==> src/hcbc_pkg.sv <==
// Shared constants, widths and helpers for the HSV color blob centroid tracker.
// No dependencies; used by hcbc_div and hsv_color_blob_centroid.
package hcbc_pkg;

   localparam int MAX_OBJECTS  = 4;
   localparam int FRAME_WIDTH  = 1024;
   localparam int FRAME_HEIGHT = 1024;

   localparam int OBJ_W   = 2;            // object index width
   localparam int NUM_W   = 30;           // divider dividend width
   localparam int DEN_W   = 20;           // divider divisor width
   localparam int STEP_W  = 5;            // divider step counter width
   localparam int SUM_W   = 30;
   localparam int CNT_W   = 20;
   localparam int RANGE_W = 46;

   localparam logic [SUM_W-1:0] SUM_MAX = '1;
   localparam logic [CNT_W-1:0] CNT_MAX = '1;

   // register indexes
   localparam logic [2:0] REG_ENABLE   = 3'd0;
   localparam logic [2:0] REG_NUM_OBJ  = 3'd1;
   localparam logic [2:0] REG_RANGE0   = 3'd2;
   localparam logic [2:0] REG_RANGE3   = 3'd5;

   // result kinds
   localparam logic KIND_PIXEL    = 1'b0;
   localparam logic KIND_CENTROID = 1'b1;

   // floor(c*100/255) via reciprocal: floor(p/255) = (p + 1 + (p >> 8)) >> 8
   function automatic logic [6:0] scale100(input logic [7:0] c);
      logic [15:0] p;
      logic [15:0] t;
      p = 16'(c) * 16'd100;
      t = p + 16'd1 + (p >> 8);
      return t[14:8];
   endfunction

endpackage

==> src/hcbc_div.sv <==
// Radix-2 restoring divider, one quotient bit per cycle.
// Uses hcbc_pkg widths. Divide by zero gives all ones; callers mask it.
module hcbc_div (
   input  logic                          clock,
   input  logic                          reset,
   input  logic                          start,
   input  logic [hcbc_pkg::NUM_W-1:0]    num,
   input  logic [hcbc_pkg::DEN_W-1:0]    den,
   output logic                          done,
   output logic [hcbc_pkg::NUM_W-1:0]    quo
);

   logic [hcbc_pkg::DEN_W-1:0]  rem_ff;
   logic [hcbc_pkg::NUM_W-1:0]  quo_ff;
   logic [hcbc_pkg::DEN_W-1:0]  den_ff;
   logic [hcbc_pkg::STEP_W-1:0] step_ff;
   logic                        run_ff;
   logic                        done_ff;

   logic [hcbc_pkg::DEN_W:0]    trial;
   logic                        fits;
   logic [hcbc_pkg::DEN_W:0]    diff;

   assign trial = {rem_ff, quo_ff[hcbc_pkg::NUM_W-1]};
   assign fits  = trial >= {1'b0, den_ff};
   assign diff  = trial - {1'b0, den_ff};

   always_ff @(posedge clock) begin
      if (reset) begin
         run_ff  <= 1'b0;
         done_ff <= 1'b0;
         step_ff <= '0;
      end else begin
         done_ff <= 1'b0;
         if (start) begin
            run_ff  <= 1'b1;
            step_ff <= hcbc_pkg::STEP_W'(hcbc_pkg::NUM_W - 1);
         end else if (run_ff) begin
            step_ff <= step_ff - 1'b1;
            if (step_ff == '0) begin
               run_ff  <= 1'b0;
               done_ff <= 1'b1;
            end
         end
      end
   end

   always_ff @(posedge clock) begin
      if (start) begin
         rem_ff <= '0;
         quo_ff <= num;
         den_ff <= den;
      end else if (run_ff) begin
         rem_ff <= fits ? diff[hcbc_pkg::DEN_W-1:0] : trial[hcbc_pkg::DEN_W-1:0];
         quo_ff <= {quo_ff[hcbc_pkg::NUM_W-2:0], fits};
      end
   end

   assign done = done_ff;
   assign quo  = quo_ff;

endmodule

==> src/hsv_color_blob_centroid.sv <==
// HSV color blob centroid tracker: an unclassified pixel goes from item accept to result
// via ST_PREP and ST_PIX; a classified one also waits on the 30-step bit-serial divide.
// One item at a time, via the two shared dividers: the next item is accepted only once the
// pixel result is loaded and, on frame end, each active object's centroid is emitted.
// Reset (synchronous, active high): store cleared, tracking_enable=1, num_objects=1,
// windows 0, no result pending.
module hsv_color_blob_centroid (
   input  logic        clock,
   input  logic        reset,
   // input items
   input  logic        req_tvalid,
   output logic        req_tready,
   input  logic [71:0] req_tdata,  // pixel_x, pixel_y, red, green, blue, bg_red, bg_green,
                                   // bg_blue, zero pad
   input  logic        req_tlast,  // frame_end
   // result items
   output logic        rsp_tvalid,
   input  logic        rsp_tready,
   output logic [47:0] rsp_tdata,  // out_red, out_green, out_blue, object_index,
                                   // centroid_x, centroid_y, zero pad
   output logic        rsp_tuser,  // result_kind
   output logic        rsp_tlast,  // last_result
   // register writes
   input  logic        csr_valid,
   output logic        csr_ready,
   input  logic [2:0]  csr_index,
   input  logic [45:0] csr_data
);

   localparam int OW = hcbc_pkg::OBJ_W;
   localparam int NO = hcbc_pkg::MAX_OBJECTS;

   // sequencer states
   localparam logic [2:0] ST_IDLE = 3'd0;  // wait for an item
   localparam logic [2:0] ST_PREP = 3'd1;  // max/min/delta, launch HSV divides
   localparam logic [2:0] ST_HDIV = 3'd2;  // wait hue/sat divide, then accumulate
   localparam logic [2:0] ST_PIX  = 3'd3;  // emit pixel result
   localparam logic [2:0] ST_CDIV = 3'd4;  // centroid divide for object k
   localparam logic [2:0] ST_CENT = 3'd5;  // emit centroid of object k

   logic [2:0] state_ff;

   // configuration
   logic                          enable_ff;
   logic [2:0]                    num_obj_ff;
   logic [hcbc_pkg::RANGE_W-1:0]  range_ff [NO];

   // accumulators
   logic [hcbc_pkg::SUM_W-1:0]    sum_x_ff [NO];
   logic [hcbc_pkg::SUM_W-1:0]    sum_y_ff [NO];
   logic [hcbc_pkg::CNT_W-1:0]    count_ff [NO];

   // item being worked on
   logic [9:0] x_ff, y_ff;
   logic [7:0] r_ff, g_ff, b_ff;
   logic [6:0] sr_ff, sg_ff, sb_ff;
   logic       same_ff, fend_ff, classify_ff;
   logic [6:0] mx_ff, d_ff;
   logic [OW-1:0] k_ff;

   // output register
   logic        rsp_valid_ff;
   logic [47:0] rsp_data_ff;
   logic        rsp_user_ff, rsp_last_ff;

   // active object count, clamped to 1..MAX_OBJECTS
   logic [3:0] n_act;
   always_comb begin
      priority if (num_obj_ff == 3'd0)            n_act = 4'd1;
      else if (4'(num_obj_ff) > 4'(NO))           n_act = 4'(NO);
      else                                        n_act = 4'(num_obj_ff);
   end

   // input unpack
   logic [9:0] in_x, in_y;
   logic [7:0] in_r, in_g, in_b, in_br, in_bg, in_bb;
   logic       in_same, in_inside;
   assign in_x  = req_tdata[9:0];
   assign in_y  = req_tdata[19:10];
   assign in_r  = req_tdata[27:20];
   assign in_g  = req_tdata[35:28];
   assign in_b  = req_tdata[43:36];
   assign in_br = req_tdata[51:44];
   assign in_bg = req_tdata[59:52];
   assign in_bb = req_tdata[67:60];
   assign in_same   = (in_r == in_br) && (in_g == in_bg) && (in_b == in_bb);
   assign in_inside = (13'(in_x) < 13'(hcbc_pkg::FRAME_WIDTH)) &&
                      (13'(in_y) < 13'(hcbc_pkg::FRAME_HEIGHT));

   // max / min / delta and hue numerator on scaled channels
   logic [6:0]  mx, mn, dd;
   logic [15:0] hnum;
   always_comb begin
      mx = sr_ff;
      mn = sr_ff;
      if (sg_ff > mx) mx = sg_ff;
      if (sb_ff > mx) mx = sb_ff;
      if (sg_ff < mn) mn = sg_ff;
      if (sb_ff < mn) mn = sb_ff;
      dd = mx - mn;
      // modular 16-bit arithmetic; true value is below 36000
      priority if (mx == sg_ff)
         hnum = 16'd120 * 16'(dd) + 16'd60 * 16'(sb_ff) - 16'd60 * 16'(sr_ff);
      else if (mx == sb_ff)
         hnum = 16'd240 * 16'(dd) + 16'd60 * 16'(sr_ff) - 16'd60 * 16'(sg_ff);
      else if (sg_ff >= sb_ff)
         hnum = 16'd60 * 16'(sg_ff - sb_ff);
      else
         hnum = 16'd360 * 16'(dd) - 16'd60 * 16'(sb_ff - sg_ff);
   end

   // shared dividers: sat/hue during classification, x/y during centroid report
   logic                        div_start;
   logic [hcbc_pkg::NUM_W-1:0]  div0_num, div1_num;
   logic [hcbc_pkg::DEN_W-1:0]  div0_den, div1_den;
   logic                        div0_done, div1_done;
   logic [hcbc_pkg::NUM_W-1:0]  div0_quo, div1_quo;
   logic [OW-1:0]               k_sel;

   hcbc_div u_div0 (
      .clock (clock), .reset (reset), .start (div_start),
      .num (div0_num), .den (div0_den), .done (div0_done), .quo (div0_quo)
   );

   hcbc_div u_div1 (
      .clock (clock), .reset (reset), .start (div_start),
      .num (div1_num), .den (div1_den), .done (div1_done), .quo (div1_quo)
   );

   logic out_free;
   logic k_last;
   logic rsp_load;
   assign out_free = !rsp_valid_ff || rsp_tready;
   assign k_last   = (4'(k_ff) + 4'd1) == n_act;
   // a new result goes into the output register this cycle
   assign rsp_load = out_free && ((state_ff == ST_PIX) || (state_ff == ST_CENT));

   always_comb begin
      div_start = 1'b0;
      k_sel     = '0;
      unique case (state_ff)
         ST_PREP: div_start = classify_ff;
         ST_PIX:  div_start = out_free && fend_ff;
         ST_CENT: begin
            div_start = out_free && !k_last;
            k_sel     = k_ff + 1'b1;
         end
         default: div_start = 1'b0;
      endcase
      if (state_ff == ST_PREP) begin
         div0_num = hcbc_pkg::NUM_W'(16'd100 * 16'(dd));
         div0_den = hcbc_pkg::DEN_W'(mx);
         div1_num = hcbc_pkg::NUM_W'(hnum);
         div1_den = hcbc_pkg::DEN_W'(dd);
      end else begin
         div0_num = sum_x_ff[k_sel];
         div0_den = count_ff[k_sel];
         div1_num = sum_y_ff[k_sel];
         div1_den = count_ff[k_sel];
      end
   end

   // hue and saturation with the zero cases masked
   logic [8:0] hue;
   logic [6:0] sat;
   assign hue = (d_ff == '0)  ? 9'd0 : div1_quo[8:0];
   assign sat = (mx_ff == '0) ? 7'd0 : div0_quo[6:0];

   logic [NO-1:0] hit;
   always_comb begin
      for (int i = 0; i < NO; i++) begin
         hit[i] = (range_ff[i][8:0]   <= hue)   && (hue   <= range_ff[i][17:9]) &&
                  (range_ff[i][24:18] <= sat)   && (sat   <= range_ff[i][31:25]) &&
                  (range_ff[i][38:32] <= mx_ff) && (mx_ff <= range_ff[i][45:39]) &&
                  (4'(i) < n_act) && (count_ff[i] != hcbc_pkg::CNT_MAX);
      end
   end

   logic [hcbc_pkg::SUM_W:0] add_x [NO];
   logic [hcbc_pkg::SUM_W:0] add_y [NO];
   always_comb begin
      for (int i = 0; i < NO; i++) begin
         add_x[i] = {1'b0, sum_x_ff[i]} + (hcbc_pkg::SUM_W+1)'(x_ff);
         add_y[i] = {1'b0, sum_y_ff[i]} + (hcbc_pkg::SUM_W+1)'(y_ff);
      end
   end

   assign csr_ready  = 1'b1;
   assign req_tready = (state_ff == ST_IDLE);

   // config registers
   always_ff @(posedge clock) begin
      if (reset) begin
         enable_ff  <= 1'b1;
         num_obj_ff <= 3'd1;
         for (int i = 0; i < NO; i++) range_ff[i] <= '0;
      end else if (csr_valid) begin
         unique case (csr_index)
            hcbc_pkg::REG_ENABLE:  enable_ff  <= csr_data[0];
            hcbc_pkg::REG_NUM_OBJ: num_obj_ff <= csr_data[2:0];
            default: begin
               for (int i = 0; i < NO; i++)
                  if (csr_index == hcbc_pkg::REG_RANGE0 + 3'(i)) range_ff[i] <= csr_data;
            end
         endcase
      end
   end

   // sequencer, accumulators and output register
   always_ff @(posedge clock) begin
      if (reset) begin
         state_ff     <= ST_IDLE;
         rsp_valid_ff <= 1'b0;
         k_ff         <= '0;
         for (int i = 0; i < NO; i++) begin
            sum_x_ff[i] <= '0;
            sum_y_ff[i] <= '0;
            count_ff[i] <= '0;
         end
      end else begin
         if (rsp_tready && !rsp_load) rsp_valid_ff <= 1'b0;
         unique case (state_ff)
            ST_IDLE: begin
               if (req_tvalid) begin
                  x_ff        <= in_x;
                  y_ff        <= in_y;
                  r_ff        <= in_r;
                  g_ff        <= in_g;
                  b_ff        <= in_b;
                  sr_ff       <= hcbc_pkg::scale100(in_r);
                  sg_ff       <= hcbc_pkg::scale100(in_g);
                  sb_ff       <= hcbc_pkg::scale100(in_b);
                  same_ff     <= in_same;
                  fend_ff     <= req_tlast;
                  classify_ff <= !in_same && enable_ff && in_inside;
                  state_ff    <= ST_PREP;
               end
            end
            ST_PREP: begin
               mx_ff    <= mx;
               d_ff     <= dd;
               state_ff <= classify_ff ? ST_HDIV : ST_PIX;
            end
            ST_HDIV: begin
               if (div0_done && div1_done) begin
                  for (int i = 0; i < NO; i++) begin
                     if (hit[i]) begin
                        sum_x_ff[i] <= add_x[i][hcbc_pkg::SUM_W] ? hcbc_pkg::SUM_MAX
                                                                 : add_x[i][hcbc_pkg::SUM_W-1:0];
                        sum_y_ff[i] <= add_y[i][hcbc_pkg::SUM_W] ? hcbc_pkg::SUM_MAX
                                                                 : add_y[i][hcbc_pkg::SUM_W-1:0];
                        count_ff[i] <= count_ff[i] + 1'b1;
                     end
                  end
                  state_ff <= ST_PIX;
               end
            end
            ST_PIX: begin
               if (out_free) begin
                  rsp_valid_ff <= 1'b1;
                  rsp_user_ff  <= hcbc_pkg::KIND_PIXEL;
                  rsp_last_ff  <= !fend_ff;
                  rsp_data_ff  <= same_ff ? 48'd0 : {24'd0, b_ff, g_ff, r_ff};
                  k_ff         <= '0;
                  state_ff     <= fend_ff ? ST_CDIV : ST_IDLE;
               end
            end
            ST_CDIV: begin
               if (div0_done && div1_done) state_ff <= ST_CENT;
            end
            ST_CENT: begin
               if (out_free) begin
                  rsp_valid_ff <= 1'b1;
                  rsp_user_ff  <= hcbc_pkg::KIND_CENTROID;
                  rsp_last_ff  <= k_last;
                  rsp_data_ff  <= (count_ff[k_ff] == '0)
                                  ? {22'd0, k_ff, 24'd0}
                                  : {2'd0, div1_quo[9:0], div0_quo[9:0], k_ff, 24'd0};
                  if (k_last) begin
                     // frame done: clear the store
                     for (int i = 0; i < NO; i++) begin
                        sum_x_ff[i] <= '0;
                        sum_y_ff[i] <= '0;
                        count_ff[i] <= '0;
                     end
                     state_ff <= ST_IDLE;
                  end else begin
                     k_ff     <= k_ff + 1'b1;
                     state_ff <= ST_CDIV;
                  end
               end
            end
            default: state_ff <= ST_IDLE;
         endcase
      end
   end

   assign rsp_tvalid = rsp_valid_ff;
   assign rsp_tdata  = rsp_data_ff;
   assign rsp_tuser  = rsp_user_ff;
   assign rsp_tlast  = rsp_last_ff;

endmodule
==> config.mk <==
export PLATFORM = sky130hd
export DESIGN_NAME = hsv_color_blob_centroid
export DESIGN_NICKNAME = d
export VERILOG_FILES = /design/src/hcbc_pkg.sv /design/src/hcbc_div.sv /design/src/hsv_color_blob_centroid.sv
export SDC_FILE = /design/constraint.sdc
export NUM_CORES = 2
export LEC_CHECK = 0
export BUFFER_PORTS_ARGS = -buffer_cell sky130_fd_sc_hd__buf_2
export CAP_MARGIN = 5
export CORE_MARGIN = 5
export CORE_UTILIZATION = 45
export DETAILED_ROUTE_END_ITERATION = 12
export SLEW_MARGIN = 5
export SYNTH_ARGS = -nofsm -noshare
export SYNTH_HDL_FRONTEND = slang
export SYNTH_SLANG_ARGS = --single-unit
==> constraint.sdc <==
create_clock -name clock -period 11 [get_ports clock]
set_input_delay 1.65 -clock clock [delete_from_list [all_inputs] [get_ports clock]]
set_output_delay 1.65 -clock clock [all_outputs]
set_load 0.01 [all_outputs]
==> run summary <==
Of the available clock period, the critical path in the final layout requires 0.9376. The largest fanout on the critical path came out at 10. STA puts the critical path data required time at about 11000 ps.

The via count of the first global-routing pass came out at 44550. The transition time of the tightest slew-check pin is 1244 ps. The die area is 0.1359 mm^2. The run finished with clean final reports. The max-slew headroom at the worst pin is 0.1708. The number of vias per cell is roughly 5.7. The area of the mapped netlist is 0.05788 mm^2. The share of synthesized area in the top cell type comes to 0.2911. The vertical die dimension is 368.6 um. After synthesis, the most frequently instantiated cells are sky130_fd_sc_hd__ha_1 (615), sky130_fd_sc_hd__inv_1 (566), sky130_fd_sc_hd__edfxtp_1 (561), sky130_fd_sc_hd__nand2_1 (536), sky130_fd_sc_hd__a21oi_1 (457). The worst hold slack is approximately 460 ps.

The final number of max-transition violations came out at 0. The maximum buffer depth of the clock tree is 3. In the synthesized netlist the async set-or-reset flop fraction comes to 0. Of the synthesized area, sequential elements account for 0.3692. The floorplan core area is 0.1277 mm^2. Detailed routing inserted a total of 45950 vias. The synthesis-stage register bit count came out at 787. The number of enable flip-flop cells after synthesis is about 560. The signed area change from the synthesized netlist to the final layout is 10.61%.

The data arrival time of the worst path is 10770 ps. The routed length per placed instance is ~21 um. In the final layout, the share of cells above drive strength 1 is 0.08026. During synthesis, Yosys emitted a total of 0 warnings. In the global route stage, overall resource usage came out at 0.2385. Ranked by total cell area, the synthesized netlist is headed by sky130_fd_sc_hd__edfxtp_1 (29%), sky130_fd_sc_hd__ha_1 (13%), sky130_fd_sc_hd__dfxtp_1 (7.8%). The hold buffer count at cts is 0.

The maximum frequency from static timing analysis came out at ~97 MHz. The depth of the CTS H-tree is 3. Summed over all instances, the cell type with the most area after synthesis is sky130_fd_sc_hd__edfxtp_1. The number of placed instances with taps included came out at ~8000. The detailed router finished its first iteration with between 3000 and 4000 violations. The sum of negative setup slack came out at 0 ps.

The aggregate routed wire length is approximately 170000 um. The critical path is of the reg -> reg type. The global routing stage identified its most utilized layer as met2. The CTS clock-pin slew for the worst setup and hold paths is 70 ps.

The met3 usage in global routing came out at 0.03739. The x dimension of the die came out at 368.6 um. The number of rows created at floorplan came out at 131. The delay contributed by the slowest stage of the critical path came out at 640 ps. For this run, global-route usage on met1 was measured as 0.3253. The final net count came out at 7171. The root buffer cell is sky130_fd_sc_hd__clkbuf_16. The nature of the critical path startpoint is a register. Before CTS, the worst setup slack after placement is 483.1 ps. The number of buffers created by CTS is between 90 and 100.

The setup clock skew after layout is 45.90 ps. Summed over all nets, the half-perimeter wirelength after detailed placement is 123900 um. The post-synthesis area per instance came out at 9.366 um^2. The initial antenna violation count came out at 5.

The critical path capture point type is a register. Before antenna repair, the detailed router went through 6 iterations. The final-layout fill cell count is 11960. The number of I/O pins came out at 180. The largest net degree at the start of global routing is 66.

The number of setup violations in the final report came out at 0. In the global route stage, met2 resource usage came out at 0.3952. The routed design could run at a clock period as short as just over 10000 ps. The number of endpoints with negative hold slack in the final report is 0. In the synthesized netlist the dominant register cell turns out to be sky130_fd_sc_hd__edfxtp_1.

After detailed routing, the number of remaining DRC violations is 0. The clock insertion delay at the later pin of the skew report came out at 730 ps. The final cell count without fillers came out at just over 8000.

By instance count, the leading cell after synthesis is sky130_fd_sc_hd__ha_1. TritonCTS built the clock tree. The global-route wire length before repair is 256800 um. The final weighted congestion in routability-driven placement came out at 0.8945. The starting density of the core is 0.4533. The worst hold path belongs to the class reg -> reg.

The reported max-cap violation count is 0. The critical path's slowest cell is sky130_fd_sc_hd__a2111oi_0. Setup repair after global routing left no endpoint under its margin.

The cell occurring most often along the worst timing path is sky130_fd_sc_hd__ha_1. The clock net in this run drives a total of 787 sinks. The worst path setup slack after routing came out at between 600 and 700 ps. The global route total overflow came out at 0. The number of port buffers came out at 172.

The number of different library cells used by synthesis comes to 96. The number of routed nets with antenna violations came out at 0. The synthesized instance count came out at between 6000 and 7000.
layout make-up:
cell class | count | area [um^2] | area share
Multi-Input combinational cell | 4602 | 33750 | 0.5271
Clock inverter | 51 | 553.0 | 0.008638
Clock buffer | 129 | 2648 | 0.04135
Sequential cell | 787 | 21370 | 0.3338
Timing Repair Buffer | 255 | 1484 | 0.02318
Antenna cell | 1 | 2.502 | 0.00003909
Inverter | 568 | 2133 | 0.03332
Tap cell | 1662 | 2079 | 0.03248
sequential cells by signal (all words and copies together), names as in the netlist, 7 cells and up, named ones only:
register,flops
b_ff,8
count_ff,80
d_ff,7
g_ff,8
mx_ff,7
r_ff,8
range_ff,184
rsp_tdata,46
sb_ff,7
sg_ff,7
sr_ff,7
sum_x_ff,120
sum_y_ff,120
u_div0.den_ff,7
u_div0.quo,30
u_div0.rem_ff,20
u_div1.den_ff,20
u_div1.quo,30
u_div1.rem_ff,20
x_ff,10
y_ff,10
path summary, 6_finish.rpt:
check                                    from                           to  slack, ps  depth (start not counted)
setup / recovery           sr_ff[6]$_DFFE_PP_     u_div1.quo[14]$_DFFE_PP_        690                         40
hold / removal    sum_x_ff[0][0]$_SDFFE_PP0P_  sum_x_ff[0][0]$_SDFFE_PP0P_        460                          2
setup reg to reg           sr_ff[6]$_DFFE_PP_     u_div1.quo[14]$_DFFE_PP_        690                         40
hold reg to reg   sum_x_ff[0][0]$_SDFFE_PP0P_  sum_x_ff[0][0]$_SDFFE_PP0P_        460                          2
worst max-delay path: cells and delay by family, from the launching register on:
kind                     cells  cell delay (ps)
flip-flops                   1              610
AO/OA/AOI/OAI               16             3980
multiplexers                 2              740
XOR/XNOR                     3              420
AND/OR/NAND/NOR              5              670
buffers and inverters        5              470
adder cells (fa/ha/maj)      9             3170
routing by layer:
layer	wire, um	part of all wire	up-vias
li1	-	-	22330
met1	73870	0.45	22120
met2	76520	0.46	1267
met3	10480	0.063	230
met4	4683	0.028	2
met5	12	0.000072	-
cell usage in the layout, fill, tap and decap left out, drive strengths merged, types with 23 or more instances in the layout:
cell	n
dfxtp	226
mux2i	121
fa	120
nand2b	45
and2	251
or2	23
nor4	42
ha	615
clkinv	34
nand4	97
edfxtp	561
o22ai	26
nand2	536
nand3	206
o21bai	46
o211ai	36
inv	572
xnor2	243
nor2b	78
and4	24
o21ai	268
a21oi	457
buf	255
nor2	360
xor2	150
and3	100
nor3	116
a31oi	63
o21a	126
a21o	78
a211oi	80
clkbuf	129
stage by stage:
step,area [um^2],utilization
final,64020,0.5014
after global routing,64020,0.5014
after CTS,63980,0.5011
after detailed placement,60780,0.4760
after global placement,60780,0.4760
after floorplan,57880,-
cells by family after synthesis:
logic type / Yosys count / synth area share
buffers and inverters: 792 / 0.05184
multiplexers: 138 / 0.02479
XOR/XNOR: 393 / 0.05960
AO/OA/AOI/OAI: 1383 / 0.1515
AND/OR/NAND/NOR: 1948 / 0.1681
flip-flops: 787 / 0.3692
adder cells (fa/ha/maj): 737 / 0.1748
other: 2 / 0.0001298
repair_timing:
action	CTS	global route
setup buffers	0	3
endpoints found under the hold margin	0	0
resized for setup	0	3
endpoints found under the setup margin	0	4
Power is not shown: default switching activity piles up to over one toggle a cycle in this logic, so the estimate is an artifact.
